File: config.mk
export PLATFORM = sky130hd
export DESIGN_NAME = positional_circular_list
export DESIGN_NICKNAME = d
export VERILOG_FILES = /design/src/rtl/pcl_pkg.sv /design/src/rtl/positional_circular_list.sv /design/src/rtl/pcl_ctrl.sv /design/src/rtl/pcl_dp.sv
export SDC_FILE = /design/constraint.sdc
export NUM_CORES = 1
export LEC_CHECK = 0
export BUFFER_PORTS_ARGS = -buffer_cell sky130_fd_sc_hd__buf_4
export CAP_MARGIN = 40
export CORE_ASPECT_RATIO = 0.6
export CORE_MARGIN = 4
export CORE_UTILIZATION = 30
export DETAILED_ROUTE_END_ITERATION = 10
export PLACE_DENSITY = 0.56
export SLEW_MARGIN = 20
export SYNTH_ARGS = -nofsm -noshare
export SYNTH_HDL_FRONTEND = slang
export SYNTH_SLANG_ARGS = --single-unit
File: constraint.sdc
create_clock -name clk -period 6.4 [get_ports clk]
set_input_delay 0.64 -clock clk [delete_from_list [all_inputs] [get_ports clk]]
set_output_delay 0.64 -clock clk [all_outputs]
set_load 0.01 [all_outputs]
File: src/rtl/pcl_pkg.sv
// shared types, codes and defaults for the positional circular list
`default_nettype none
package pcl_pkg;

	localparam int DEF_CAPACITY   = 32;
	localparam int DEF_DATA_WIDTH = 32;

	localparam logic [3:0] OP_PUSH_FRONT = 4'd0;
	localparam logic [3:0] OP_PUSH_BACK  = 4'd1;
	localparam logic [3:0] OP_INSERT     = 4'd2;
	localparam logic [3:0] OP_POP_FRONT  = 4'd3;
	localparam logic [3:0] OP_POP_BACK   = 4'd4;
	localparam logic [3:0] OP_ERASE      = 4'd5;
	localparam logic [3:0] OP_COUNT      = 4'd6;
	localparam logic [3:0] OP_READ_HEAD  = 4'd7;
	localparam logic [3:0] OP_CLEAR      = 4'd8;

	localparam logic [1:0] ST_OK     = 2'd0;
	localparam logic [1:0] ST_EMPTY  = 2'd1;
	localparam logic [1:0] ST_BADPOS = 2'd2;
	localparam logic [1:0] ST_FULL   = 2'd3;

	typedef struct packed {
		logic [3:0]         operation;
		logic signed [31:0] value;
		logic [5:0]         position;
	} in_item_t;

	typedef struct packed {
		logic [1:0]         status;
		logic signed [31:0] head_value;
		logic [5:0]         match_count;
		logic [5:0]         length;
	} out_item_t;

	// commands from the controller to the datapath
	typedef struct packed {
		logic load;
		logic exec;
		logic rd;
		logic wr;
		logic fin;
	} ctl_cmd_t;

	typedef struct packed {
		logic loop_done;
	} dp_stat_t;

endpackage
`default_nettype wire

File: src/rtl/positional_circular_list.sv
// top level of the positional circular list
//
//   channel  | direction | handshake            | payload
//   in       | input     | in_valid / in_stall  | in_data  (operation, value, position)
//   out      | output    | out_valid / out_stall| out_data (status, head_value, match_count, length)
//
// each request is loaded and executed; push, pop, clear and errors then register the result
// read head, count, insert, erase walk elements first (store read port), a read and a write step each
// one request in flight; the next is taken while the result waits for transfer
// reset empties the list at once; store contents are left as they are
// a stalled result holds its register and the sequencer waits before loading another
`default_nettype none
module positional_circular_list #(
	parameter int CAPACITY   = pcl_pkg::DEF_CAPACITY,
	parameter int DATA_WIDTH = pcl_pkg::DEF_DATA_WIDTH
) (
	input  wire                clk,
	input  wire                arst_n,
	input  wire                in_valid,
	output logic               in_stall,
	input  pcl_pkg::in_item_t  in_data,
	output logic               out_valid,
	input  wire                out_stall,
	output pcl_pkg::out_item_t out_data
);

	pcl_pkg::ctl_cmd_t cmd;
	pcl_pkg::dp_stat_t stat;

	pcl_ctrl u_ctrl (
		.clk       (clk),
		.arst_n    (arst_n),
		.in_valid  (in_valid),
		.in_stall  (in_stall),
		.out_valid (out_valid),
		.out_stall (out_stall),
		.cmd       (cmd),
		.stat      (stat)
	);

	pcl_dp #(
		.CAPACITY   (CAPACITY),
		.DATA_WIDTH (DATA_WIDTH)
	) u_dp (
		.clk      (clk),
		.arst_n   (arst_n),
		.in_data  (in_data),
		.cmd      (cmd),
		.stat     (stat),
		.out_data (out_data)
	);

endmodule
`default_nettype wire

File: src/rtl/pcl_ctrl.sv
// sequencer for request load, element loop and result hand-off
`default_nettype none
module pcl_ctrl (
	input  wire               clk,
	input  wire               arst_n,
	input  wire               in_valid,
	output logic              in_stall,
	output logic              out_valid,
	input  wire               out_stall,
	output pcl_pkg::ctl_cmd_t cmd,
	input  pcl_pkg::dp_stat_t stat
);

	localparam logic [2:0] S_IDLE = 3'd0;
	localparam logic [2:0] S_EXEC = 3'd1;
	localparam logic [2:0] S_RD   = 3'd2;
	localparam logic [2:0] S_WR   = 3'd3;
	localparam logic [2:0] S_FIN  = 3'd4;

	logic [2:0] state_q, state_d;
	logic       out_valid_q;
	logic       out_free;

	assign in_stall  = (state_q != S_IDLE);
	assign out_valid = out_valid_q;
	assign out_free  = !out_valid_q || !out_stall;

	always_comb begin
		state_d = state_q;
		cmd     = '0;
		unique case (state_q)
			S_IDLE: begin
				if (in_valid) begin
					cmd.load = 1'b1;
					state_d  = S_EXEC;
				end
			end
			S_EXEC: begin
				cmd.exec = 1'b1;
				state_d  = S_RD;
			end
			S_RD: begin
				if (stat.loop_done) begin
					state_d = S_FIN;
				end else begin
					cmd.rd  = 1'b1;
					state_d = S_WR;
				end
			end
			S_WR: begin
				cmd.wr  = 1'b1;
				state_d = S_RD;
			end
			S_FIN: begin
				if (out_free) begin
					cmd.fin = 1'b1;
					state_d = S_IDLE;
				end
			end
			default: state_d = S_IDLE;
		endcase
	end

	always_ff @(posedge clk or negedge arst_n) begin
		if (!arst_n) begin
			state_q     <= S_IDLE;
			out_valid_q <= 1'b0;
		end else begin
			state_q <= state_d;
			if (cmd.fin) begin
				out_valid_q <= 1'b1;
			end else if (!out_stall) begin
				out_valid_q <= 1'b0;
			end
		end
	end

	// a result never overwrites one still waiting for transfer
	a_fin_free: assert property (@(posedge clk) disable iff (!arst_n)
		cmd.fin |-> (!out_valid_q || !out_stall))
		else $error("result loaded over a pending transfer");

	a_load_exec: assert property (@(posedge clk) disable iff (!arst_n)
		(in_valid && !in_stall) |=> (state_q == S_EXEC))
		else $error("accepted request not executed");

	a_fin_valid: assert property (@(posedge clk) disable iff (!arst_n)
		cmd.fin |=> out_valid)
		else $error("finished request gave no result");

endmodule
`default_nettype wire

File: src/rtl/pcl_dp.sv
// list store, pointers, element loop datapath and result register
`default_nettype none
module pcl_dp #(
	parameter int CAPACITY   = pcl_pkg::DEF_CAPACITY,
	parameter int DATA_WIDTH = pcl_pkg::DEF_DATA_WIDTH
) (
	input  wire                clk,
	input  wire                arst_n,
	input  pcl_pkg::in_item_t  in_data,
	input  pcl_pkg::ctl_cmd_t  cmd,
	output pcl_pkg::dp_stat_t  stat,
	output pcl_pkg::out_item_t out_data
);

	localparam int AW = (CAPACITY > 1) ? $clog2(CAPACITY) : 1;
	localparam int CW = $clog2(CAPACITY + 1);
	localparam int MW = ((CW > 6) ? CW : 6) + 1;

	localparam logic [1:0] K_NONE = 2'd0;
	localparam logic [1:0] K_INS  = 2'd1;
	localparam logic [1:0] K_ERA  = 2'd2;
	localparam logic [1:0] K_READ = 2'd3;

	logic [DATA_WIDTH-1:0] mem [CAPACITY];
	logic [DATA_WIDTH-1:0] rdata_q;

	logic [3:0]            op_q;
	logic [DATA_WIDTH-1:0] word_q;
	logic [5:0]            pos_q;
	logic [AW-1:0]         head_q;
	logic [CW-1:0]         count_q;
	logic [CW-1:0]         idx_q, end_q;
	logic                  up_q;
	logic [1:0]            kind_q;
	logic [1:0]            status_q;
	logic [31:0]           headv_q;
	logic [CW-1:0]         match_q;
	pcl_pkg::out_item_t    out_q;

	logic [DATA_WIDTH+31:0] word_ext;
	logic [DATA_WIDTH+31:0] rd_sext;
	logic                   full, empty;
	logic [MW-1:0]          pos_m, count_m;
	logic                   we;
	logic [AW-1:0]          waddr, raddr;
	logic [DATA_WIDTH-1:0]  wdata;
	logic [AW-1:0]          head_dec, head_inc;
	logic [CW-1:0]          ridx, len_fin;
	logic [CW+5:0]          len_ext, match_ext;

	function automatic logic [AW-1:0] phys(input logic [AW-1:0] h, input logic [CW-1:0] i);
		logic [CW:0] s;
		s = (CW+1)'(h) + (CW+1)'(i);
		if (s >= (CW+1)'(CAPACITY)) begin
			s = s - (CW+1)'(CAPACITY);
		end
		return s[AW-1:0];
	endfunction

	assign word_ext  = {{DATA_WIDTH{1'b0}}, in_data.value};
	assign rd_sext   = {{32{rdata_q[DATA_WIDTH-1]}}, rdata_q};
	assign full      = (count_q == CW'(CAPACITY));
	assign empty     = (count_q == '0);
	assign pos_m     = MW'(pos_q);
	assign count_m   = MW'(count_q);
	assign head_dec  = (head_q == '0) ? AW'(CAPACITY - 1) : head_q - 1'b1;
	assign head_inc  = (head_q == AW'(CAPACITY - 1)) ? '0 : head_q + 1'b1;
	assign stat.loop_done = (idx_q == end_q);

	// shifting loops read one neighbor away from the slot they write
	always_comb begin
		case (kind_q)
			K_INS:   ridx = idx_q - 1'b1;
			K_ERA:   ridx = idx_q + 1'b1;
			default: ridx = idx_q;
		endcase
	end
	assign raddr = phys(head_q, ridx);

	always_comb begin
		we    = 1'b0;
		waddr = phys(head_q, idx_q);
		wdata = rdata_q;
		if (cmd.exec && !full) begin
			if (op_q == pcl_pkg::OP_PUSH_FRONT ||
			    (op_q == pcl_pkg::OP_INSERT && pos_q == '0 && count_m != '0)) begin
				we    = 1'b1;
				waddr = head_dec;
				wdata = word_q;
			end else if (op_q == pcl_pkg::OP_PUSH_BACK ||
			             (op_q == pcl_pkg::OP_INSERT && pos_m >= count_m)) begin
				we    = 1'b1;
				waddr = phys(head_q, count_q);
				wdata = word_q;
			end
		end else if (cmd.wr && (kind_q == K_INS || kind_q == K_ERA)) begin
			we = 1'b1;
		end else if (cmd.fin && kind_q == K_INS) begin
			we    = 1'b1;
			wdata = word_q;
		end
	end

	always_ff @(posedge clk) begin
		if (we) begin
			mem[waddr] <= wdata;
		end
		if (cmd.rd) begin
			rdata_q <= mem[raddr];
		end
	end

	always_comb begin
		case (kind_q)
			K_INS:   len_fin = count_q + 1'b1;
			K_ERA:   len_fin = count_q - 1'b1;
			default: len_fin = count_q;
		endcase
	end
	assign len_ext   = {6'b0, len_fin};
	assign match_ext = {6'b0, match_q};

	always_ff @(posedge clk or negedge arst_n) begin
		if (!arst_n) begin
			head_q  <= '0;
			count_q <= '0;
			idx_q   <= '0;
			end_q   <= '0;
			up_q    <= 1'b1;
			kind_q  <= K_NONE;
		end else begin
			if (cmd.load) begin
				kind_q <= K_NONE;
			end
			if (cmd.exec) begin
				idx_q <= '0;
				end_q <= '0;
				up_q  <= 1'b1;
				unique case (op_q) inside
					pcl_pkg::OP_PUSH_FRONT, pcl_pkg::OP_PUSH_BACK: begin
						if (!full) begin
							count_q <= count_q + 1'b1;
							if (op_q == pcl_pkg::OP_PUSH_FRONT) begin
								head_q <= head_dec;
							end
						end
					end
					pcl_pkg::OP_INSERT: begin
						if (!full) begin
							if (pos_m >= count_m) begin
								count_q <= count_q + 1'b1;
							end else if (pos_q == '0) begin
								head_q  <= head_dec;
								count_q <= count_q + 1'b1;
							end else begin
								idx_q  <= count_q;
								end_q  <= CW'(pos_q);
								up_q   <= 1'b0;
								kind_q <= K_INS;
							end
						end
					end
					pcl_pkg::OP_POP_FRONT: begin
						if (!empty) begin
							head_q  <= head_inc;
							count_q <= count_q - 1'b1;
						end
					end
					pcl_pkg::OP_POP_BACK: begin
						if (!empty) begin
							count_q <= count_q - 1'b1;
						end
					end
					pcl_pkg::OP_ERASE: begin
						if (!empty) begin
							if (pos_q <= 6'd1) begin
								head_q  <= head_inc;
								count_q <= count_q - 1'b1;
							end else if (pos_m <= count_m) begin
								idx_q  <= CW'(pos_q - 6'd1);
								end_q  <= count_q - 1'b1;
								kind_q <= K_ERA;
							end
						end
					end
					pcl_pkg::OP_COUNT: begin
						end_q  <= count_q;
						kind_q <= K_READ;
					end
					pcl_pkg::OP_READ_HEAD: begin
						if (!empty) begin
							end_q  <= CW'(1);
							kind_q <= K_READ;
						end
					end
					pcl_pkg::OP_CLEAR: count_q <= '0;
					default: ;
				endcase
			end
			if (cmd.wr) begin
				idx_q <= up_q ? idx_q + 1'b1 : idx_q - 1'b1;
			end
			if (cmd.fin) begin
				count_q <= len_fin;
			end
		end
	end

	// request fields, status and read results
	always_ff @(posedge clk) begin
		if (cmd.load) begin
			op_q     <= in_data.operation;
			word_q   <= word_ext[DATA_WIDTH-1:0];
			pos_q    <= in_data.position;
			status_q <= pcl_pkg::ST_OK;
			headv_q  <= '0;
			match_q  <= '0;
		end
		if (cmd.exec) begin
			unique case (op_q) inside
				pcl_pkg::OP_PUSH_FRONT, pcl_pkg::OP_PUSH_BACK, pcl_pkg::OP_INSERT: begin
					if (full) status_q <= pcl_pkg::ST_FULL;
				end
				pcl_pkg::OP_POP_FRONT, pcl_pkg::OP_POP_BACK, pcl_pkg::OP_READ_HEAD: begin
					if (empty) status_q <= pcl_pkg::ST_EMPTY;
				end
				pcl_pkg::OP_ERASE: begin
					if (empty) begin
						status_q <= pcl_pkg::ST_EMPTY;
					end else if (pos_q > 6'd1 && pos_m > count_m) begin
						status_q <= pcl_pkg::ST_BADPOS;
					end
				end
				default: ;
			endcase
		end
		if (cmd.wr && kind_q == K_READ) begin
			if (op_q == pcl_pkg::OP_COUNT) begin
				if (rdata_q == word_q) match_q <= match_q + 1'b1;
			end else begin
				headv_q <= rd_sext[31:0];
			end
		end
		if (cmd.fin) begin
			out_q.status      <= status_q;
			out_q.head_value  <= headv_q;
			out_q.match_count <= match_ext[5:0];
			out_q.length      <= len_ext[5:0];
		end
	end

	assign out_data = out_q;

endmodule
`default_nettype wire

==> impl_metrics.csv, run 1 <==
group,metric,value,unit
status,run_status,"finished, final reports clean",
yosys,synth-main-ff-cell,"edfxtp_1",
timing,hold_viol,0,
timing,setup_viol,0,
grt,grt_pass1_vias,24500,
drt,vias_per_cell,5.20,
critical_path,cp.arrival,5280,ps
drt,wl_met2,53.1,mm
timing,finalCritPeriodShare,0.772,
job,maxCapViolations,0,
critical_path,crit_type,"flop to flop",
cts,cts_tree,"built",
die,chipHeight,320,um
drt,wirelength_met1,64.1,mm
critical_path,cp_slowest_cell,"or4_1",
critical_path,cp_top_family,"simple AND/OR/NAND/NOR gates",
critical_path,critPathMaxFanout,31,
die,die_area,169000,sq um
critical_path,slowest_delay,830,ps
critical_path,rrSetupSlack,1460,ps
power_and_ir_drop,power-per-cell-area,560,nW/um^2
critical_path,cp_num_buf_inv,1,
min_path,min_path_cells,1,
yosys,synth_top_family_by_area,"multiplexers",
drt,met3_length,15.4,mm
place,place_hpwl,79.1,mm
drt,antenna_left,0,
grt,antenna_found_initial,2,
power_and_ir_drop,p_total,0.0315,W
grt,grt_overflow,0,
yosys,synth_xor_area_frac,0.0122,
place,port_buffers,93,
yosys,yosys_warnings,0,
drt,drt_iter0_drc,3498,
yosys,synth_edf_count,1144,
timing,drv_slew,0,
power_and_ir_drop,ir_worst_vdd,0.000737,V
timing,tightest_slew,900,ps
min_path,hold_end,"u_dp.word_q[25]",
die,die_w,528,um
yosys,synth_cell_types,78,
cts,path_clk_slew,70,ps
yosys,syn_area,48600,sq um
die,placementRows,114,
yosys,ys_seq_area_frac,0.738,
timing,rsz0062_at_grt,"no",
grt,grt_max_degree,60,
drt,wl_per_cell,27.5,um
timing,slew_headroom,0.400,
yosys,synthArstFlopShare,0.0247,
critical_path,r2r-start,"u_ctrl.state_q[0]",
yosys,yosys-mux-area-fraction,0.148,
grt,grt_pass1_wl,190,mm
critical_path,worst-path-stages,8,
grt,track_usage,0.157,
min_path,hp-class,"primary input to flop",
yosys,synth_compound_area_frac,0.0405,
die,coreArea,161000,sq um
power_and_ir_drop,p_leak,17.9,nW
place,place_congestion,0.857,
yosys,avgSynthCellArea,19.4,sq um
cts,cts_sinks,1214,
final_layout,instances_no_fill,4902,
die,io_pins,94,
timing,finClkSkew,25.3,ps
timing,period_needed,4940,ps
cts,cts-root-buf,"clkbuf_16",
critical_path,cp_cell_sequence,"nor2b_1, nand2b_1, a21oi_1, o31a_4, nor2_2, or4_1, nor4_2, buf_4",
cts,htreeDepth,3,
final_layout,nFillCells,14900,
final_layout,drive_gt1_frac,0.257,
critical_path,rr_worst_depth,8,
yosys,synth_nets,2592,
cts,cts_buffer_depth,3,
cts,cts_buffers,100,
drt,wl,135,mm
critical_path,timing.rr.end,"u_dp.mem[17][23]",
final_layout,nets,2758,
critical_path,critPathRequiredTime,6740,ps
yosys,syn-instance-count,2510,
critical_path,start_kind,"flop",
place,dp_cells,4712,
critical_path,worstSetupEndpointType,"flop",
cts,clock_latency,720,ps
drt,vias,25500,
die,start_util,0.302,
yosys,synth_seq_cells,1214,
yosys,synth-simple-area-share,0.0371,
final_layout,seqCellArea,35900,sq um
drt,drt_pre_antenna_iters,5,
final_layout,multi_input_area,12400,sq um
timing,clock.fmax,202,MHz
yosys,synth-adder-area-share,0.00972,
drt,drc_errors,0,
min_path,hp-start,"in_data[31]",
final_layout,area_delta_synth_final,15.7,%
drt,routed.top_layer,"met4",
==> routing by layer <==
layer	up-vias	global-route usage
met3	141	0.0563
met4	0	0.0271
met2	1243	0.204
met5	-	0
li1	10600	-
met1	13500	0.250
==> layout by cell type (no fill, tap or decap), types with 35 or more instances in the layout <==
master     count
o21ai_0       73
xor2_1        44
a21oi_1       41
dfxtp_1       40
nand2_1      180
buf_4        179
mux2i_1      105
mux4_2       256
edfxtp_1    1144
mux2_2        35
clkbuf_16    102
==> worst register-to-register path, delay by kind of cell (launching register included) <==
| kind | cells | cell delay, ps |
|---|---|---|
| AO/OA/AOI/OAI | 2 | 790 |
| AND/OR/NAND/NOR | 5 | 2570 |
| flip-flops | 1 | 490 |
| buffers and inverters | 1 | 650 |
==> flip-flops by register name, summed over array words and instances, names as in the netlist, 3 cells and up <==
name / cells
u_ctrl.state_q: 3
u_dp.count_q: 6
u_dp.end_q: 6
u_dp.head_q: 5
u_dp.headv_q: 32
u_dp.idx_q: 6
u_dp.match_q: 6
u_dp.mem: 1024
u_dp.op_q: 4
u_dp.out_data: 46
u_dp.pos_q: 6
u_dp.rdata_q: 32
u_dp.word_q: 32
==> cell usage after synthesis (33+ instances only) <==
| master | instances | share of area |
|---|---|---|
| mux2i_1 | 105 | 0.022 |
| mux4_2 | 256 | 0.12 |
| o21ai_0 | 73 | 0.0075 |
| edfxtp_1 | 1144 | 0.71 |
| ha_1 | 33 | 0.0085 |
| a21oi_1 | 42 | 0.0043 |
| dfxtp_1 | 40 | 0.016 |
| xor2_1 | 45 | 0.0081 |
| nand2_1 | 180 | 0.014 |
| clkbuf_1 | 103 | 0.0079 |
| mux2_2 | 35 | 0.0081 |
==> final cells by class <==
cell class / instances / share of cell area
Antenna cell: 1 / 0.0000445
Clock buffer: 119 / 0.0470
Clock inverter: 62 / 0.0106
Inverter: 32 / 0.00213
Multi-Input combinational cell: 1123 / 0.220
Sequential cell: 1214 / 0.638
Tap cell: 2146 / 0.0477
Timing Repair Buffer: 205 / 0.0341
==> metrics by stage <==
| stage | TNS (ps) | utilization | hold slack (ps) | area, sq um | setup slack, ps |
|---|---|---|---|---|---|
| finish | 0 | 0.350 | 91.7 | 56300 | 1460 |
| global route | 0 | 0.350 | 32.0 | 56300 | 1360 |
| CTS | 0 | 0.349 | 34.9 | 56100 | 1650 |
| detailed placement | 0 | 0.328 | 416 | 52900 | 1650 |
| global placement | 0 | 0.327 | 415 | 52600 | 1350 |
| floorplan | -2370 | - | 344 | 48600 | -18.6 |
==> logic make-up (layout without fill, tap and decap cells) <==
family                     Yosys count  after routing
AOI/OAI and AO/OA                  271            271
xor gates and xnor gates            68             68
adders and majority gates           36             36
buffers and inverters              173            418
DFF                               1214           1214
muxes                              396            396
other                                0              1
and+or+nand+nor                    352            352
==> how the worst max path moves through the flow <==
stage                            startpoint               end
final                     u_ctrl.state_q[0]  u_dp.mem[17][23]
after global routing         u_dp.kind_q[0]   u_dp.rdata_q[2]
after CTS                    u_dp.kind_q[0]   u_dp.rdata_q[4]
after detailed placement     u_dp.kind_q[0]   u_dp.rdata_q[4]
after global placement       u_dp.kind_q[0]  u_dp.rdata_q[15]
after floorplan             u_dp.count_q[3]   u_dp.mem[24][0]
==> report_power, final <==
group / leakage [nW] / switching [W] / internal (W)
Clock: 1.59 / 0.00290 / 0.00336
Combinational: 5.32 / 0.00839 / 0.00616
Sequential: 11.0 / 0.000406 / 0.0103
==> what timing repair did <==
action | CTS | global route
setup buffers | 0 | 0
hold buffers | 1 | 0
hold endpoints to repair | 29 | 0
gates resized for setup | 0 | 0
endpoints found under the setup margin | 0 | 0
Note: power is estimated with default switching activity, not from simulation.
==> run 2, diff against run 1 <==
Settings changed: PLACE_DENSITY 0.56 to 0.54.
Clock period 6.4 ns to 4.9 ns, I/O delays scaled along.
==> run 2 against run 1 <==
Effect of this change: via count rose by 2.4%; highest routed layer unchanged; power rose by 34%; core utilization up 0.76 points; flip-flop and latch count unchanged; combinational power up 36%; sequential power is 30% higher; wire length up 3.3%; die area is the same; critical path depth grew 7; worst setup slack got worse by 1100 ps.
==> impl_metrics.csv, run 2 (synthesis results as in run 1) <==
group,metric,value,unit
power_and_ir_drop,pwr-share-comb,0.469,
critical_path,crit_end,"u_dp.rdata_q[9]",
final_layout,instances_no_fill,4971,
timing,hold_viol,0,
critical_path,cp_slowest_cell,"fa_4",
timing,clock.fmax,219,MHz
final_layout,diodes,0,
critical_path,critPathMaxFanout,36,
grt,antenna_found_initial,5,
cts,path_clk_slew,80,ps
place,place_congestion,0.882,
grt,grt_pass1_vias,24900,
critical_path,critPathLaunch,"u_dp.kind_q[0]",
power_and_ir_drop,seq_power_share,0.329,
final_layout,drive_gt1_frac,0.262,
die,io_pins,94,
power_and_ir_drop,power-per-cell-area,734,nW/um^2
critical_path,cp_cell_sequence,"inv_1, ha_1, o21bai_1, o21ai_0, ha_4, inv_1, fa_4, nand2b_1, a21oi_1, xor2_1, xnor2_2, buf_12, mux2i_1, a32o_1, a221oi_1",
final_layout,largest_reg_flops,1024,
critical_path,timing.rr.end,"u_dp.rdata_q[9]",
timing,period_needed,4570,ps
cts,cts_buffers,103,
die,coreArea,161000,sq um
die,die_area,169000,sq um
die,placementRows,114,
cts,cts_sinks,1214,
final_layout,final_cell_mix,"edfxtp_1 (1,144), mux4_2 (256), nand2_1 (180)",
drt,wl,139,mm
die,die_w,528,um
timing,drv_slew,0,
critical_path,start_kind,"flop",
place,dp_cells,4733,
power_and_ir_drop,p_clk_frac,0.202,
drt,antenna_left,0,
die,chipHeight,320,um
critical_path,worst-path-stages,15,
cts,cts-root-buf,"clkbuf_16",
timing,finClkSkew,44.9,ps
critical_path,r2r-start,"u_dp.kind_q[0]",
final_layout,final_common_cell,"edfxtp_1",
drt,wl_per_cell,28.0,um
critical_path,crit_type,"flop to flop",
drt,drc_errors,0,
timing,setup_viol,0,
min_path,hp-class,"primary input to flop",
cts,cts-resized-gates,0,
drt,drt_pre_antenna_iters,7,
power_and_ir_drop,p_sw,0.0156,W
cts,clock_latency,730,ps
critical_path,cp_common_cell,"inv_1",
power_and_ir_drop,sw_frac_of_total,0.370,
critical_path,rr_worst_depth,15,
job,maxCapViolations,0,
final_layout,regMostFlops,"u_dp.mem",
cts,cts_buffer_depth,3,
grt,track_usage,0.162,
place,port_buffers,93,
grt,grt_overflow,0,
drt,vias,26100,
power_and_ir_drop,ir_worst_vdd,0.000831,V
power_and_ir_drop,p_int,0.0266,W
final_layout,nets,2819,
critical_path,cp.arrival,4950,ps
power_and_ir_drop,p_leak,18.4,nW
cts,cts_tree,"built",
timing,tns,0,ps
drt,vias_per_cell,5.25,
timing,finalCritPeriodShare,0.932,
cts,htreeDepth,3,
critical_path,cp_top_family,"adder cells",
grt,grt_pass1_wl,197,mm
die,start_util,0.302,
critical_path,cp_num_buf_inv,3,
timing,rsz0062_at_grt,"no",
place,place_hpwl,79.0,mm
critical_path,slowest_delay,490,ps
final_layout,stdcell_area,57500,sq um
critical_path,critPathRequiredTime,5290,ps
final_layout,area_delta_synth_final,18.2,%
drt,drt_iter0_drc,3679,
place,dpl-instance-area,53600,sq um
timing,tightest_slew,896,ps
timing,slew_headroom,0.398,
grt,grt_max_degree,65,
min_path,min_path_cells,3,
critical_path,rrSetupSlack,330,ps
critical_path,worstSetupEndpointType,"flop",
status,run_status,"finished, final reports clean",
run 2: cell count changes in the layout (fill, tap and decap cells not counted), moves of 7 or more:
| cell | previous run | this run |
|---|---|---|
| clkinv_2 | 24 | 31 |
| buf_4 | 179 | 160 |
| buf_12 | 16 | 57 |
| buf_16 | 9 | 1 |
| dlygate4sd3_1 | 1 | 44 |
run 2: through the flow:
step,hold WS [ps],power [W],setup slack (ps),utilization
6_report,75.5,0.0422,333,0.357
5_1_grt,86.1,0.0442,136,0.357
4_1_cts,27.6,0.0425,358,0.357
3_5_place_dp,414,0.0339,400,0.333
3_3_place_gp,415,0.0337,336,0.332
2_1_floorplan,194,0.0266,-1520,-
run 2: tightest hold or removal path, delay by kind of cell:
| kind | cells | cell delay (ps) |
|---|---|---|
| buf+inv | 1 | 110 |
| compound gates | 1 | 70 |
| simple gates | 1 | 70 |
run 2: power by group through the flow:
stage / clock network (W) / logic, W / registers (W)
after CTS: 0.00870 / 0.0199 / 0.0139
after detailed placement: 0 / 0.0198 / 0.0141
after global routing: 0.00919 / 0.0211 / 0.0139
final: 0.00854 / 0.0198 / 0.0139
after floorplan: 0 / 0.0128 / 0.0138
after global placement: 0 / 0.0196 / 0.0141
run 2: layout make-up:
cell class | count | area [sq um]
clock buffer | 117 | 2650
timing repair buffer | 263 | 2820
tap | 2146 | 2690
multi-input combinational | 1123 | 12500
sequential | 1214 | 35900
fill | 14800 | 104000
inverter | 32 | 120
clock inverter | 76 | 816
run 2: per-layer routing:
metal,wire length (um),up-vias,GRT usage
met2,54500,1257,0.209
li1,-,10700,-
met1,69200,14000,0.275
met4,1960,0,0.0278
met3,13300,129,0.0330
met5,0,-,0
run 2: how the worst min path moves through the flow:
stage / startpoint / end / slack [ps]
2_1_floorplan: arst_n / u_ctrl.out_valid / 190
3_3_place_gp: u_dp.headv_q[12] / u_dp.out_data[24] / 410
3_5_place_dp: u_dp.headv_q[1] / u_dp.out_data[13] / 410
4_1_cts: in_valid / u_ctrl.state_q[0] / 30
5_1_grt: in_valid / u_ctrl.state_q[0] / 90
6_report: in_valid / u_ctrl.state_q[0] / 80
run 2: what timing repair did:
action	CTS	global route
endpoints found under the hold margin	72	0
hold buffers	44	0
buffers inserted	0	0
